===== config.mk =====
export PLATFORM = sky130hd
export DESIGN_NAME = snmp_response_value_parser_top_flat
export DESIGN_NICKNAME = d
export VERILOG_FILES = /design/src/rtl/srvp_pkg.sv /design/src/rtl/srvp_if.sv /design/src/rtl/snmp_response_value_parser_top.sv /design/src/flat_wrapper.sv
export SDC_FILE = /design/constraint.sdc
export NUM_CORES = 1
export LEC_CHECK = 0
export ABC_CLOCK_PERIOD_IN_PS = 3520
export BUFFER_PORTS_ARGS = -buffer_cell sky130_fd_sc_hd__buf_2
export CORE_ASPECT_RATIO = 0.7
export CORE_MARGIN = 10
export CORE_UTILIZATION = 48
export DETAILED_ROUTE_END_ITERATION = 10
export PLACE_DENSITY = 0.76
export SLEW_MARGIN = 0
export SYNTH_ARGS = -nofsm -noshare
export SYNTH_HDL_FRONTEND = slang
export SYNTH_SLANG_ARGS = --single-unit

===== constraint.sdc =====
create_clock -name clock -period 3.52 [get_ports clock]
set_input_delay 0.704 -clock clock [delete_from_list [all_inputs] [get_ports clock]]
set_output_delay 0.704 -clock clock [all_outputs]
set_load 0.03 [all_outputs]

===== src/rtl/srvp_pkg.sv =====
// Shared constants for the SNMP response value parser.
package srvp_pkg;

   // Default parameter values
   localparam int DEFAULT_MAX_LENGTH_BYTES = 4;
   localparam int DEFAULT_MAX_VALUE_BYTES  = 5;

   // BER tags
   localparam logic [7:0] TAG_INTEGER    = 8'h02;
   localparam logic [7:0] TAG_OID        = 8'h06;
   localparam logic [7:0] TAG_SEQUENCE   = 8'h30;
   localparam logic [7:0] TAG_COUNTER32  = 8'h41;
   localparam logic [7:0] TAG_GAUGE32    = 8'h42;
   localparam logic [7:0] TAG_TIMETICKS  = 8'h43;
   localparam logic [7:0] TAG_COUNTER64  = 8'h46;

   // Tag class selection for PDU containers
   localparam logic [7:0] CLASS_MASK     = 8'he0;
   localparam logic [7:0] CLASS_CONTEXT  = 8'ha0;

   // Length byte fields
   localparam logic [6:0] LEN_COUNT_MASK = 7'h7f;
   localparam int         LEN_LONG_BIT   = 7;

endpackage


===== src/rtl/srvp_if.sv =====
// Request and response channel interfaces of the SNMP response value parser.
interface srvp_req_if;
   logic       valid;
   logic       ready;
   logic [7:0] data_byte;
   logic       end_of_packet;

   modport source (output valid, output data_byte, output end_of_packet, input ready);
   modport sink   (input valid, input data_byte, input end_of_packet, output ready);
endinterface

interface srvp_rsp_if;
   logic               valid;
   logic               ready;
   logic               found;
   logic signed [31:0] value;

   modport source (output valid, output found, output value, input ready);
   modport sink   (input valid, input found, input value, output ready);
endinterface


===== src/rtl/snmp_response_value_parser_top.sv =====
// SNMP response value parser: streams packet bytes and reports the value after the first OID.
//
// The request channel carries one packet byte per request with end_of_packet on the
// final byte. The parser walks BER items, enters SEQUENCE and context-class PDU
// items, skips the rest, and after the first OID reads one numeric value.
// Exactly one response comes per packet: found and value, issued from the
// output register in the cycle after the request that carries end_of_packet.
// Bytes without end_of_packet produce no response.
// Throughput is one request per cycle while req ready is high: each byte passes
// through one tag/length state update, and the output register parts the two sides.
// While a response waits in the output register and the receiver holds ready
// low, req ready drops; the request stalls until the response is taken.
// A response taken in the same cycle frees the register for the next one.
// Reset (synchronous, active high) returns the parser to expect a tag and
// empties the output register. After every end_of_packet the parse state
// returns to its reset value.
module snmp_response_value_parser_top #(
   parameter int MAX_LENGTH_BYTES = srvp_pkg::DEFAULT_MAX_LENGTH_BYTES,
   parameter int MAX_VALUE_BYTES  = srvp_pkg::DEFAULT_MAX_VALUE_BYTES
) (
   input  logic       clock,
   input  logic       reset,
   srvp_req_if.sink   req_chan,
   srvp_rsp_if.source rsp_chan
);
   import srvp_pkg::*;

   localparam int LCW = $clog2(MAX_LENGTH_BYTES + 1);
   localparam int VCW = $clog2(MAX_VALUE_BYTES + 1);

   // Parse phases
   localparam logic [3:0] PH_TAG        = 4'd0;
   localparam logic [3:0] PH_LEN_FIRST  = 4'd1;
   localparam logic [3:0] PH_LEN_MORE   = 4'd2;
   localparam logic [3:0] PH_SKIP       = 4'd3;
   localparam logic [3:0] PH_OID_SKIP   = 4'd4;
   localparam logic [3:0] PH_VTAG       = 4'd5;
   localparam logic [3:0] PH_VLEN_FIRST = 4'd6;
   localparam logic [3:0] PH_VLEN_MORE  = 4'd7;
   localparam logic [3:0] PH_VAL_FIRST  = 4'd8;
   localparam logic [3:0] PH_VAL_REST   = 4'd9;
   localparam logic [3:0] PH_DONE       = 4'd10;

   logic [3:0]         phase_ff, phase_in;
   logic [7:0]         item_tag_ff, item_tag_in;
   logic [LCW-1:0]     len_left_ff, len_left_in;
   logic [31:0]        len_accum_ff, len_accum_in;
   logic [31:0]        skip_left_ff, skip_left_in;
   logic               is_signed_ff, is_signed_in;
   logic [VCW-1:0]     val_left_ff, val_left_in;
   logic [31:0]        val_accum_ff, val_accum_in;
   logic               found_ff, found_in;

   logic               rsp_valid_ff, rsp_valid_in;
   logic               rsp_found_ff, rsp_found_in;
   logic signed [31:0] rsp_value_ff, rsp_value_in;

   logic               accept;
   logic [7:0]         b;
   logic [6:0]         len_count;
   logic [31:0]        accum_shift;
   logic               outer_done;
   logic [31:0]        outer_len;
   logic               value_done;
   logic [31:0]        value_len;
   logic               fail;

   // Accept while the output register is empty or being drained
   assign req_chan.ready = !rsp_valid_ff || rsp_chan.ready;
   assign accept         = req_chan.valid && req_chan.ready;
   assign b              = req_chan.data_byte;
   assign len_count      = b[6:0] & LEN_COUNT_MASK;
   assign accum_shift    = {len_accum_ff[23:0], b};

   // Advance the parse state by one byte
   always_comb begin
      phase_in     = phase_ff;
      item_tag_in  = item_tag_ff;
      len_left_in  = len_left_ff;
      len_accum_in = len_accum_ff;
      skip_left_in = skip_left_ff;
      is_signed_in = is_signed_ff;
      val_left_in  = val_left_ff;
      val_accum_in = val_accum_ff;
      found_in     = found_ff;
      outer_done   = 1'b0;
      outer_len    = '0;
      value_done   = 1'b0;
      value_len    = '0;
      fail         = 1'b0;

      case (phase_ff)
         PH_TAG: begin
            item_tag_in = b;
            phase_in    = PH_LEN_FIRST;
         end
         PH_LEN_FIRST, PH_VLEN_FIRST: begin
            if (!b[LEN_LONG_BIT]) begin
               if (phase_ff == PH_LEN_FIRST) begin
                  outer_done = 1'b1;
                  outer_len  = {24'd0, b};
               end else begin
                  value_done = 1'b1;
                  value_len  = {24'd0, b};
               end
            end else if (len_count == 7'd0 || len_count > 7'(MAX_LENGTH_BYTES)) begin
               fail = 1'b1;
            end else begin
               len_left_in  = LCW'(len_count);
               len_accum_in = '0;
               phase_in     = (phase_ff == PH_LEN_FIRST) ? PH_LEN_MORE : PH_VLEN_MORE;
            end
         end
         PH_LEN_MORE, PH_VLEN_MORE: begin
            len_accum_in = accum_shift;
            len_left_in  = len_left_ff - LCW'(1);
            if (len_left_ff == LCW'(1)) begin
               if (phase_ff == PH_LEN_MORE) begin
                  outer_done = 1'b1;
                  outer_len  = accum_shift;
               end else begin
                  value_done = 1'b1;
                  value_len  = accum_shift;
               end
            end
         end
         PH_SKIP, PH_OID_SKIP: begin
            skip_left_in = skip_left_ff - 32'd1;
            if (skip_left_ff == 32'd1) begin
               phase_in = (phase_ff == PH_SKIP) ? PH_TAG : PH_VTAG;
            end
         end
         PH_VTAG: begin
            if (b == TAG_INTEGER) begin
               is_signed_in = 1'b1;
               phase_in     = PH_VLEN_FIRST;
            end else if (b == TAG_COUNTER32 || b == TAG_GAUGE32 ||
                         b == TAG_TIMETICKS || b == TAG_COUNTER64) begin
               is_signed_in = 1'b0;
               phase_in     = PH_VLEN_FIRST;
            end else begin
               fail = 1'b1;
            end
         end
         PH_VAL_FIRST, PH_VAL_REST: begin
            if (phase_ff == PH_VAL_REST) begin
               val_accum_in = {val_accum_ff[23:0], b};
            end else if (is_signed_ff && b[7]) begin
               val_accum_in = {24'hffffff, b};
            end else begin
               val_accum_in = {24'd0, b};
            end
            val_left_in = val_left_ff - VCW'(1);
            if (val_left_ff == VCW'(1)) begin
               found_in = 1'b1;
               phase_in = PH_DONE;
            end else begin
               phase_in = PH_VAL_REST;
            end
         end
         default: begin
         end
      endcase

      // Route on a completed item length
      if (outer_done) begin
         if (item_tag_ff == TAG_OID) begin
            if (outer_len == 32'd0) begin
               phase_in = PH_VTAG;
            end else begin
               skip_left_in = outer_len;
               phase_in     = PH_OID_SKIP;
            end
         end else if (item_tag_ff == TAG_SEQUENCE ||
                      (item_tag_ff & CLASS_MASK) == CLASS_CONTEXT) begin
            phase_in = PH_TAG;
         end else if (outer_len == 32'd0) begin
            phase_in = PH_TAG;
         end else begin
            skip_left_in = outer_len;
            phase_in     = PH_SKIP;
         end
      end

      // Check a completed value length
      if (value_done) begin
         if (value_len == 32'd0 || value_len > 32'(MAX_VALUE_BYTES)) begin
            fail = 1'b1;
         end else begin
            val_left_in = VCW'(value_len);
            phase_in    = PH_VAL_FIRST;
         end
      end

      if (fail) begin
         phase_in = PH_DONE;
      end
   end

   // Load the response on the final byte, drop it once taken
   always_comb begin
      rsp_valid_in = rsp_valid_ff;
      rsp_found_in = rsp_found_ff;
      rsp_value_in = rsp_value_ff;
      if (rsp_valid_ff && rsp_chan.ready) begin
         rsp_valid_in = 1'b0;
      end
      if (accept && req_chan.end_of_packet) begin
         rsp_valid_in = 1'b1;
         rsp_found_in = found_in;
         rsp_value_in = found_in ? val_accum_in : '0;
      end
   end

   // Parse state registers
   always_ff @(posedge clock) begin
      if (reset || (accept && req_chan.end_of_packet)) begin
         phase_ff     <= PH_TAG;
         item_tag_ff  <= '0;
         len_left_ff  <= '0;
         len_accum_ff <= '0;
         skip_left_ff <= '0;
         is_signed_ff <= 1'b0;
         val_left_ff  <= '0;
         val_accum_ff <= '0;
         found_ff     <= 1'b0;
      end else if (accept) begin
         phase_ff     <= phase_in;
         item_tag_ff  <= item_tag_in;
         len_left_ff  <= len_left_in;
         len_accum_ff <= len_accum_in;
         skip_left_ff <= skip_left_in;
         is_signed_ff <= is_signed_in;
         val_left_ff  <= val_left_in;
         val_accum_ff <= val_accum_in;
         found_ff     <= found_in;
      end
   end

   // Output register
   always_ff @(posedge clock) begin
      if (reset) begin
         rsp_valid_ff <= 1'b0;
      end else begin
         rsp_valid_ff <= rsp_valid_in;
      end
      rsp_found_ff <= rsp_found_in;
      rsp_value_ff <= rsp_value_in;
   end

   assign rsp_chan.valid = rsp_valid_ff;
   assign rsp_chan.found = rsp_found_ff;
   assign rsp_chan.value = rsp_value_ff;

endmodule

===== src/flat_wrapper.sv =====
// flat-port wrapper written by rule: the top's interface ports become plain ports
module snmp_response_value_parser_top_flat import srvp_pkg::*;
#(
   parameter int MAX_LENGTH_BYTES = srvp_pkg::DEFAULT_MAX_LENGTH_BYTES,
   parameter int MAX_VALUE_BYTES  = srvp_pkg::DEFAULT_MAX_VALUE_BYTES
)
  (clock, reset, req_chan_valid, req_chan_data_byte, req_chan_end_of_packet, req_chan_ready, rsp_chan_valid, rsp_chan_found, rsp_chan_value, rsp_chan_ready);
  srvp_req_if req_chan_i ();
  srvp_rsp_if rsp_chan_i ();
  input  logic clock;
  input  logic reset;
  input wire logic [$bits(req_chan_i.valid)-1:0] req_chan_valid;
  input wire logic [$bits(req_chan_i.data_byte)-1:0] req_chan_data_byte;
  input wire logic [$bits(req_chan_i.end_of_packet)-1:0] req_chan_end_of_packet;
  output wire logic [$bits(req_chan_i.ready)-1:0] req_chan_ready;
  output wire logic [$bits(rsp_chan_i.valid)-1:0] rsp_chan_valid;
  output wire logic [$bits(rsp_chan_i.found)-1:0] rsp_chan_found;
  output wire logic [$bits(rsp_chan_i.value)-1:0] rsp_chan_value;
  input wire logic [$bits(rsp_chan_i.ready)-1:0] rsp_chan_ready;
  assign req_chan_i.valid = req_chan_valid;
  assign req_chan_i.data_byte = req_chan_data_byte;
  assign req_chan_i.end_of_packet = req_chan_end_of_packet;
  assign req_chan_ready = req_chan_i.ready;
  assign rsp_chan_valid = rsp_chan_i.valid;
  assign rsp_chan_found = rsp_chan_i.found;
  assign rsp_chan_value = rsp_chan_i.value;
  assign rsp_chan_i.ready = rsp_chan_ready;
  snmp_response_value_parser_top #(.MAX_LENGTH_BYTES(MAX_LENGTH_BYTES), .MAX_VALUE_BYTES(MAX_VALUE_BYTES)) u_core (.clock(clock), .reset(reset), .req_chan(req_chan_i), .rsp_chan(rsp_chan_i));
endmodule

==> results of run 1 <==
how the worst min path moves through the flow:
stage / startpoint / end / slack, ns / cells past startpoint
floorplan: u_core.len_left_ff[1] / u_core.len_left_ff[1] / 0.43 / 2
global placement: u_core.len_left_ff[1] / u_core.len_left_ff[1] / 0.44 / 2
detailed placement: u_core.skip_left_ff[17] / u_core.skip_left_ff[17] / 0.45 / 2
CTS: u_core.skip_left_ff[17] / u_core.skip_left_ff[17] / 0.46 / 2
global route: u_core.skip_left_ff[17] / u_core.skip_left_ff[17] / 0.48 / 2
finish: u_core.skip_left_ff[17] / u_core.skip_left_ff[17] / 0.45 / 2
sequential cells by signal (all words and copies together) (netlist names), 3 cells and up:
name,count
u_core.rsp_chan.value,32
u_core.skip_left_ff,32
u_core.val_accum_ff,32
u_core.len_accum_ff,24
u_core.item_tag_ff,8
u_core.phase_ff,4
u_core.len_left_ff,3
u_core.val_left_ff,3
critical path, stage by stage (launching register included):
cell and delay, ns:
dfxtp_1 0.51, or3b_1 0.57, a2111oi_4 0.84, nand4_1 0.24, xnor2_1 0.18, a221oi_1 0.27, nor2_1 0.08
cell type report:
type | count | share of cell area
inverter | 15 | 0.007069
tap | 190 | 0.02985
clock buffer | 18 | 0.05388
timing repair buffer | 70 | 0.05121
sequential | 142 | 0.3984
multi-input combinational | 619 | 0.4365
clock inverter | 14 | 0.02309
layer usage:
layer | up-vias | GRT usage | part of all wire
li1 | 3131 | - | -
met1 | 3118 | 0.3123 | 0.47
met2 | 344 | 0.2604 | 0.39
met3 | 22 | 0.06542 | 0.12
met4 | 0 | 0.04788 | 0.0093
met5 | - | 0 | 0
logic make-up (layout without fill, tap and decap cells):
kind of cell	Yosys count	in the layout	share of synthesized area
adders and majority gates	6	6	0.01077
AOI/OAI and AO/OA	268	268	0.2377
and+or+nand+nor	334	334	0.2339
muxes	7	7	0.01005
xor gates and xnor gates	4	4	0.005026
buffers and inverters	81	117	0.04739
DFF	142	142	0.4552
stage by stage:
stage                     setup slack [ns]  cells    util  hold slack (ns)  cell area [um^2]
after floorplan                     0.2664    842       -           0.4319              6970
after global placement              0.6310   1036  0.5231           0.4438              7352
after detailed placement            0.4745   1036  0.5231           0.4482              7352
after CTS                           0.7911   1068  0.5668           0.4561              7965
after global routing                0.5486   1068  0.5668           0.4847              7965
final                               0.7053   1068  0.5668           0.4534              7965
power by group:
| group | total [mW] | switching, mW | internal (mW) |
|---|---|---|---|
| sequential | 1.74 | 0.0354 | 1.70 |
| combinational | 0.404 | 0.288 | 0.116 |
| clock | 1.88 | 0.748 | 1.13 |
cells in the final DEF (no fill, tap or decap), types with 4 or more instances in the layout:
cell | netlist | routed
nor4_1 | 14 | 14
and3_1 | 4 | 4
inv_6 | 0 | 4
o21a_1 | 4 | 4
nor3_1 | 42 | 42
xnor2_1 | 4 | 4
a21o_1 | 7 | 7
nand2_1 | 98 | 98
o32ai_1 | 5 | 5
clkinv_4 | 0 | 4
a32oi_1 | 4 | 4
a2bb2oi_1 | 6 | 6
mux2i_1 | 7 | 7
buf_4 | 1 | 23
or3_1 | 8 | 8
o22ai_1 | 10 | 10
o21ai_0 | 48 | 48
a31oi_1 | 7 | 7
nand3b_1 | 5 | 5
a21oi_1 | 125 | 124
a22oi_1 | 5 | 5
or4_1 | 7 | 7
o31a_1 | 4 | 4
or2_2 | 5 | 5
clkbuf_16 | 0 | 17
nor2_1 | 67 | 65
nand2b_1 | 11 | 11
and2_1 | 5 | 4
edfxtp_1 | 33 | 33
nand4_1 | 10 | 10
dfxtp_1 | 109 | 109
a32o_1 | 6 | 6
inv_1 | 15 | 15
ha_1 | 6 | 6
buf_2 | 9 | 47
o211ai_1 | 4 | 4
nand3_1 | 44 | 44
==> parameters.txt, run 1 <==
Parameter                              Value

Floorplan
  Effective utilization at floorplan    0.4960
  Chip width    between 150 and 200 um
  Io pins    48
  Core Area    approximately 0.014 mm^2
  Die Area    about 0.02 mm^2
  Row Count    36
  Die boundary height    roughly 120 um

Run status
  Result of the run    finished clean

CTS
  Post-CTS repair timing setup buffer count    0
  Number of buffers created by CTS    17
  Max Buffers Root-to-Sink    2
  Clock root buffer master    clkbuf_16
  Clock tree from TritonCTS    built
  Quantity of gates resized following cts    0
  Clock latency on the worst-skew pair    0.43 ns
  Clock-pin slew on the worst setup and hold paths    about 0.060 ns
  Clock sinks    between 100 and 150
  Cts hold-fix bufs    0
  H-Tree Depth    4

Final layout
  Register cell area after layout    0.003173 mm^2
  Area growth syn-to-layout    14.27%
  Number of nets at the end of the flow    roughly 900
  Fillers    around 1200
  Share of cells above drive strength 1    0.1378
  Area of combinational cells with multiple inputs    between 0.003 and 0.004 mm^2
  Antenna diode count    0

Timing
  Slew at the pin with the worst max-slew slack    approximately 1.1 ns
  Hold Vio Cnt, Final    0
  Maximum operating frequency    0.3553 GHz
  Total negative slack for setup checks    0 ns
  Post-route clock period utilization    0.7996
  # setup viols final    0
  Count of pins over their slew limit    0
  Minimum clock period    between 2 and 3 ns
  Headroom to the max-slew limit    0.2913
  Setup Skew    about 0.0086 ns
  Unrepaired setup endpoints after global routing    no

Synthesis
  Proportion of synthesized chip area in sequential cells    0.4552
  Post-synthesis cell area    0.006970 mm^2
  Number of register bits inferred by synthesis    142
  Post-synth cell types    between 60 and 70
  Most used DFF post-synth    dfxtp_1
  Area share of the leading cell type in the synthesized netlist    0.3130
  FFs w/ async S/R, synth    0
  Cell taking the most area after synthesis    dfxtp_1
  Number of nets in the synthesized netlist    roughly 860
  Yosys warning count    0
  Top cells by instance count after synthesis    a21oi_1, dfxtp_1, nand2_1, nor2_1, clkbuf_1
  Cell with the most instances after synthesis    a21oi_1
  Count of flip-flops with a built-in enable after synthesis    33
  Average cell area after synthesis    about 8.3 um^2
  Top area cells in the synthesized netlist    dfxtp_1, edfxtp_1, a21oi_1
  Cells after synthesis    842

Critical path
  Startpoint type of the worst setup path    flop
  Critical path arrival    between 3 and 4 ns
  Worst R2R End    u_core.skip_left_ff[22]
  Critical Path Source    u_core.phase_ff[0]
  Endpoint of the worst setup timing path    u_core.skip_left_ff[22]
  Required time at the endpoint of the critical path    around 3.8 ns
  Critical register-to-register path startpoint    u_core.phase_ff[0]
  Class of the most critical setup path    reg2reg
  Critical Path Sink Type    flop
  Register-to-register path setup slack    roughly 0.71 ns
  Worst-path fanout max    19
  Logic depth of the worst register-to-register path    6

Route
  Drt initial violations    approximately 1100
  Number of remaining DRC errors    0
  Final Routed Wirelength    between 20 and 25 mm
  Via density per instance    slightly above 6
  Antenna viol nets, final    0
  Router iterations before antenna repair    6
  Via count    between 6000 and 7000
  WL per Instance    19.07 um

Worst hold path
  Class of the tightest hold or removal check    reg2reg

Pwr
  Leakage power    ~2.8 nW
  Maximum ir drop on the vdd rail    ~0.00032 V
  Overall power    roughly 4 mW
  Power density over cell area    505.0 mW/mm^2

GRT
  Number of antenna violations at the first check in global routing    0
  Wire length of the first global-routing pass    32.55 mm
  Number of global-route vias before repair    approximately 6000
  Global-route total usage across every layer    0.2027
  Overall overflow remaining after global route    0
  Largest net degree at the start of global routing    between 50 and 60

Placed design
  Quantity of I/O buffers inserted on ports    47
  GPL Wtd Cong    0.9831
  Post-detailed-placement half-perimeter wirelength    about 13 mm

Job
  # Max-Cap Violations    0
(Power assumes the default switching activity.)
==> run 2: changes to the inputs <==
--- a/config.mk
+++ b/config.mk
@@ -5,13 +5,14 @@
 export SDC_FILE = /design/constraint.sdc
 export NUM_CORES = 1
 export LEC_CHECK = 0
-export ABC_CLOCK_PERIOD_IN_PS = 3520
+export ABC_AREA = 1
+export ABC_CLOCK_PERIOD_IN_PS = 2500
 export BUFFER_PORTS_ARGS = -buffer_cell sky130_fd_sc_hd__buf_2
 export CORE_ASPECT_RATIO = 0.7
 export CORE_MARGIN = 10
 export CORE_UTILIZATION = 48
 export DETAILED_ROUTE_END_ITERATION = 10
-export PLACE_DENSITY = 0.76
+export PLACE_DENSITY = 0.78
 export SLEW_MARGIN = 0
 export SYNTH_ARGS = -nofsm -noshare
 export SYNTH_HDL_FRONTEND = slang
==> constraint.sdc (replaced) <==
create_clock -name clock -period 2.5 [get_ports clock]
set_input_delay 0.5 -clock clock [delete_from_list [all_inputs] [get_ports clock]]
set_output_delay 0.5 -clock clock [all_outputs]
set_load 0.03 [all_outputs]
==> parameters.txt, run 2 <==
Parameter                              Value

Pwr
  Proportion of power drawn by the clock network    0.372
  Switching power summed over all nets    2.281 mW
  Switching part of the total power    0.3388
  Maximum ir drop on the vdd rail    about 0.00044 V
  Combinational Power Share    0.234
  Leakage power    about 3.9 nW
  Sequential power share    0.395
  Power density over cell area    approximately 750 mW/mm^2
  Internal power contribution    between 4 and 5 mW

Worst hold path
  Class of the tightest hold or removal check    in2reg
  Capture endpoint of the worst hold path    u_core.rsp_chan.valid
  Worst hold path startpoint    reset
  Hold Path Cell Cnt    4

Route
  Antenna viol nets, final    0
  Via count    7932
  Via density per instance    about 5.6
  Final Routed Wirelength    23.70 mm
  Router iterations before antenna repair    5
  Number of remaining DRC errors    0
  Drt initial violations    approximately 1100
  WL per Instance    roughly 17 um

Run status
  Result of the run    finished clean

Final layout
  Final core occ    0.5541
  Area growth syn-to-layout    13.72%
  Fillers    1507
  Highest-count cells in the layout ignoring fill and taps    nand2_1, a21oi_1, nor2_1, dfxtp_1, inv_1
  Number of nets at the end of the flow    between 1000 and 1500
  Share of cells above drive strength 1    0.1161
  Antenna diode count    0
  Commonest non-fill, non-tap cell in the layout    nand2_1

Critical path
  Worst-path fanout max    17
  Critical register-to-register path startpoint    u_core.phase_ff[1]
  List of cells traversed by the critical path    inv_2 -> nor2_2 -> nand2_1 -> nor2_4 -> buf_12 -> o21ai_0 -> nand2_1 -> nor2_1 -> nand2_1 -> inv_2 -> nand2_4 -> buf_4 -> nand3_1 -> nand3_1 -> a21oi_1
  Cell with the largest stage delay on the worst path    dfxtp_1
  Class of the most critical setup path    reg2reg
  Critical path arrival    2.53 ns
  Worst R2R End    u_core.skip_left_ff[21]
  Largest stage delay, worst path    0.42 ns
  Critical Path Sink Type    flop
  Most frequent cell on the critical path    nand2_1
  Register-to-register path setup slack    0.24 ns
  Startpoint type of the worst setup path    flop
  Logic depth of the worst register-to-register path    15
  Required time at the endpoint of the critical path    2.78 ns

CTS
  Max Buffers Root-to-Sink    2
  H-Tree Depth    4
  Clock root buffer master    clkbuf_16
  Clock-pin slew on the worst setup and hold paths    roughly 0.06 ns
  Cts hold-fix bufs    0
  Clock tree from TritonCTS    built
  Clock sinks    approximately 140
  Clock latency on the worst-skew pair    around 0.43 ns
  Number of buffers created by CTS    17

GRT
  Global-route total usage across every layer    0.2102
  Overall overflow remaining after global route    0
  Number of antenna violations at the first check in global routing    0
  Wire length of the first global-routing pass    between 30 and 40 mm
  Largest net degree at the start of global routing    about 110
  Number of global-route vias before repair    between 7000 and 8000

Floorplan
  Effective utilization at floorplan    0.4873
  Io pins    48
  Chip width    173.5 um
  Core Area    0.01625 mm^2
  Die Area    between 0.02 and 0.025 mm^2
  Die boundary height    roughly 130 um
  Row Count    39

Synthesis
  Post-synth cell types    41
  Cell taking the most area after synthesis    dfxtp_1
  Number of nets in the synthesized netlist    1166
  Cell with the most instances after synthesis    nand2_1
  Top cells by instance count after synthesis    nand2_1, a21oi_1, nor2_1, dfxtp_1, inv_1
  Count of flip-flops with a built-in enable after synthesis    33
  Post-synthesis cell area    around 0.0079 mm^2
  Cells after synthesis    about 1100
  Area share of the leading cell type in the synthesized netlist    0.2756
  Most used DFF post-synth    dfxtp_1
  Proportion of synthesized chip area in sequential cells    0.4008
  Top area cells in the synthesized netlist    dfxtp_1, edfxtp_1, nand2_1
  FFs w/ async S/R, synth    0
  Number of register bits inferred by synthesis    approximately 140
  Yosys warning count    0
  Average cell area after synthesis    about 6.9 um^2

Timing
  Hold Vio Cnt, Final    0
  # setup viols final    0
  Post-route clock period utilization    0.9021
  Maximum operating frequency    between 0.4 and 0.5 GHz
  Count of pins over their slew limit    0
  Unrepaired setup endpoints after global routing    no
  Total negative slack for setup checks    0 ns
  Headroom to the max-slew limit    0.5651
  Minimum clock period    2.255 ns
  Slew at the pin with the worst max-slew slack    0.6524 ns
  Setup Skew    approximately 0.0090 ns

Placed design
  Quantity of I/O buffers inserted on ports    between 40 and 50
  GPL Wtd Cong    approximately 1
  Post-detailed-placement half-perimeter wirelength    16.58 mm

Job
  # Max-Cap Violations    0
run 2: what timing repair did:
action | 4_1_cts | 5_1_grt
endpoints found under the setup margin | 0 | 23
endpoints found under the hold margin | 0 | 0
setup buffers | 0 | 1
resized for setup | 0 | 4
run 2: power by group through the flow:
stage,logic (mW),registers [mW],clock network (mW)
floorplan,1.11,2.69,0
global placement,1.50,2.69,0
detailed placement,1.52,2.69,0
CTS,1.54,2.65,2.52
global route,1.75,2.67,2.63
finish,1.57,2.66,2.50
run 2: cells by family (layout without fill, tap and decap cells):
group,Yosys count,count (layout),synth area share
AND/OR/NAND/NOR,517,517,0.2792
AO/OA/AOI/OAI,281,281,0.1914
buffers and inverters,177,219,0.09261
flip-flops,142,142,0.4008
XOR/XNOR,24,24,0.02655
adder cells (fa/ha/maj),6,6,0.009481
run 2: stage by stage:
step                      worst slack, ns  std cells  total power, mW  hold WS, ns  cell area [um^2]
after floorplan                    0.3009       1147            3.802       0.4374              7918
after global placement             0.1841       1381            4.191       0.4660              8387
after detailed placement           0.1756       1381            4.212       0.4832              8387
after CTS                          0.1854       1413            6.707       0.3251              8970
after global routing              0.04043       1414            7.060       0.3324              9004
final                              0.2448       1414            6.733       0.3353              9004
run 2: area by class of cell:
type / count / area, um^2 / share of cell area
multi-input combinational: 828 / 4028 / 0.4473
clock buffer: 19 / 454.2 / 0.05044
clock inverter: 13 / 128.9 / 0.01431
timing repair buffer: 77 / 523.0 / 0.05809
tap: 225 / 281.5 / 0.03127
inverter: 110 / 412.9 / 0.04586
sequential: 142 / 3176 / 0.3527
run 2: how the worst max path moves through the flow:
stage	slack, ns	from	cells after the start	to
floorplan	0.30	rsp_chan_ready	6	u_core.rsp_chan.found
global placement	0.18	rsp_chan_ready	10	u_core.phase_ff[2]
detailed placement	0.18	req_chan_data_byte[6]	15	u_core.skip_left_ff[1]
CTS	0.19	u_core.phase_ff[1]	14	u_core.skip_left_ff[1]
global route	0.04	u_core.len_left_ff[1]	16	u_core.skip_left_ff[21]
finish	0.24	u_core.phase_ff[1]	15	u_core.skip_left_ff[21]
run 2: layer usage:
metal  wire [um]  up-vias  GRT usage  part of all wire
met5           0        -          0                 0
met4         395        0    0.05763             0.017
met3        2860       38    0.06092              0.12
met2        9324      428     0.2834              0.39
met1       11120     3593     0.3140              0.47
li1            -     3873          -                 -
run 2: worst max-delay path, delay by kind of cell (launching register included):
family / cells / cell delay (ns)
AOI/OAI and AO/OA: 2 / 0.15
buffers and inverters: 4 / 0.50
DFF: 1 / 0.42
and+or+nand+nor: 9 / 1.03
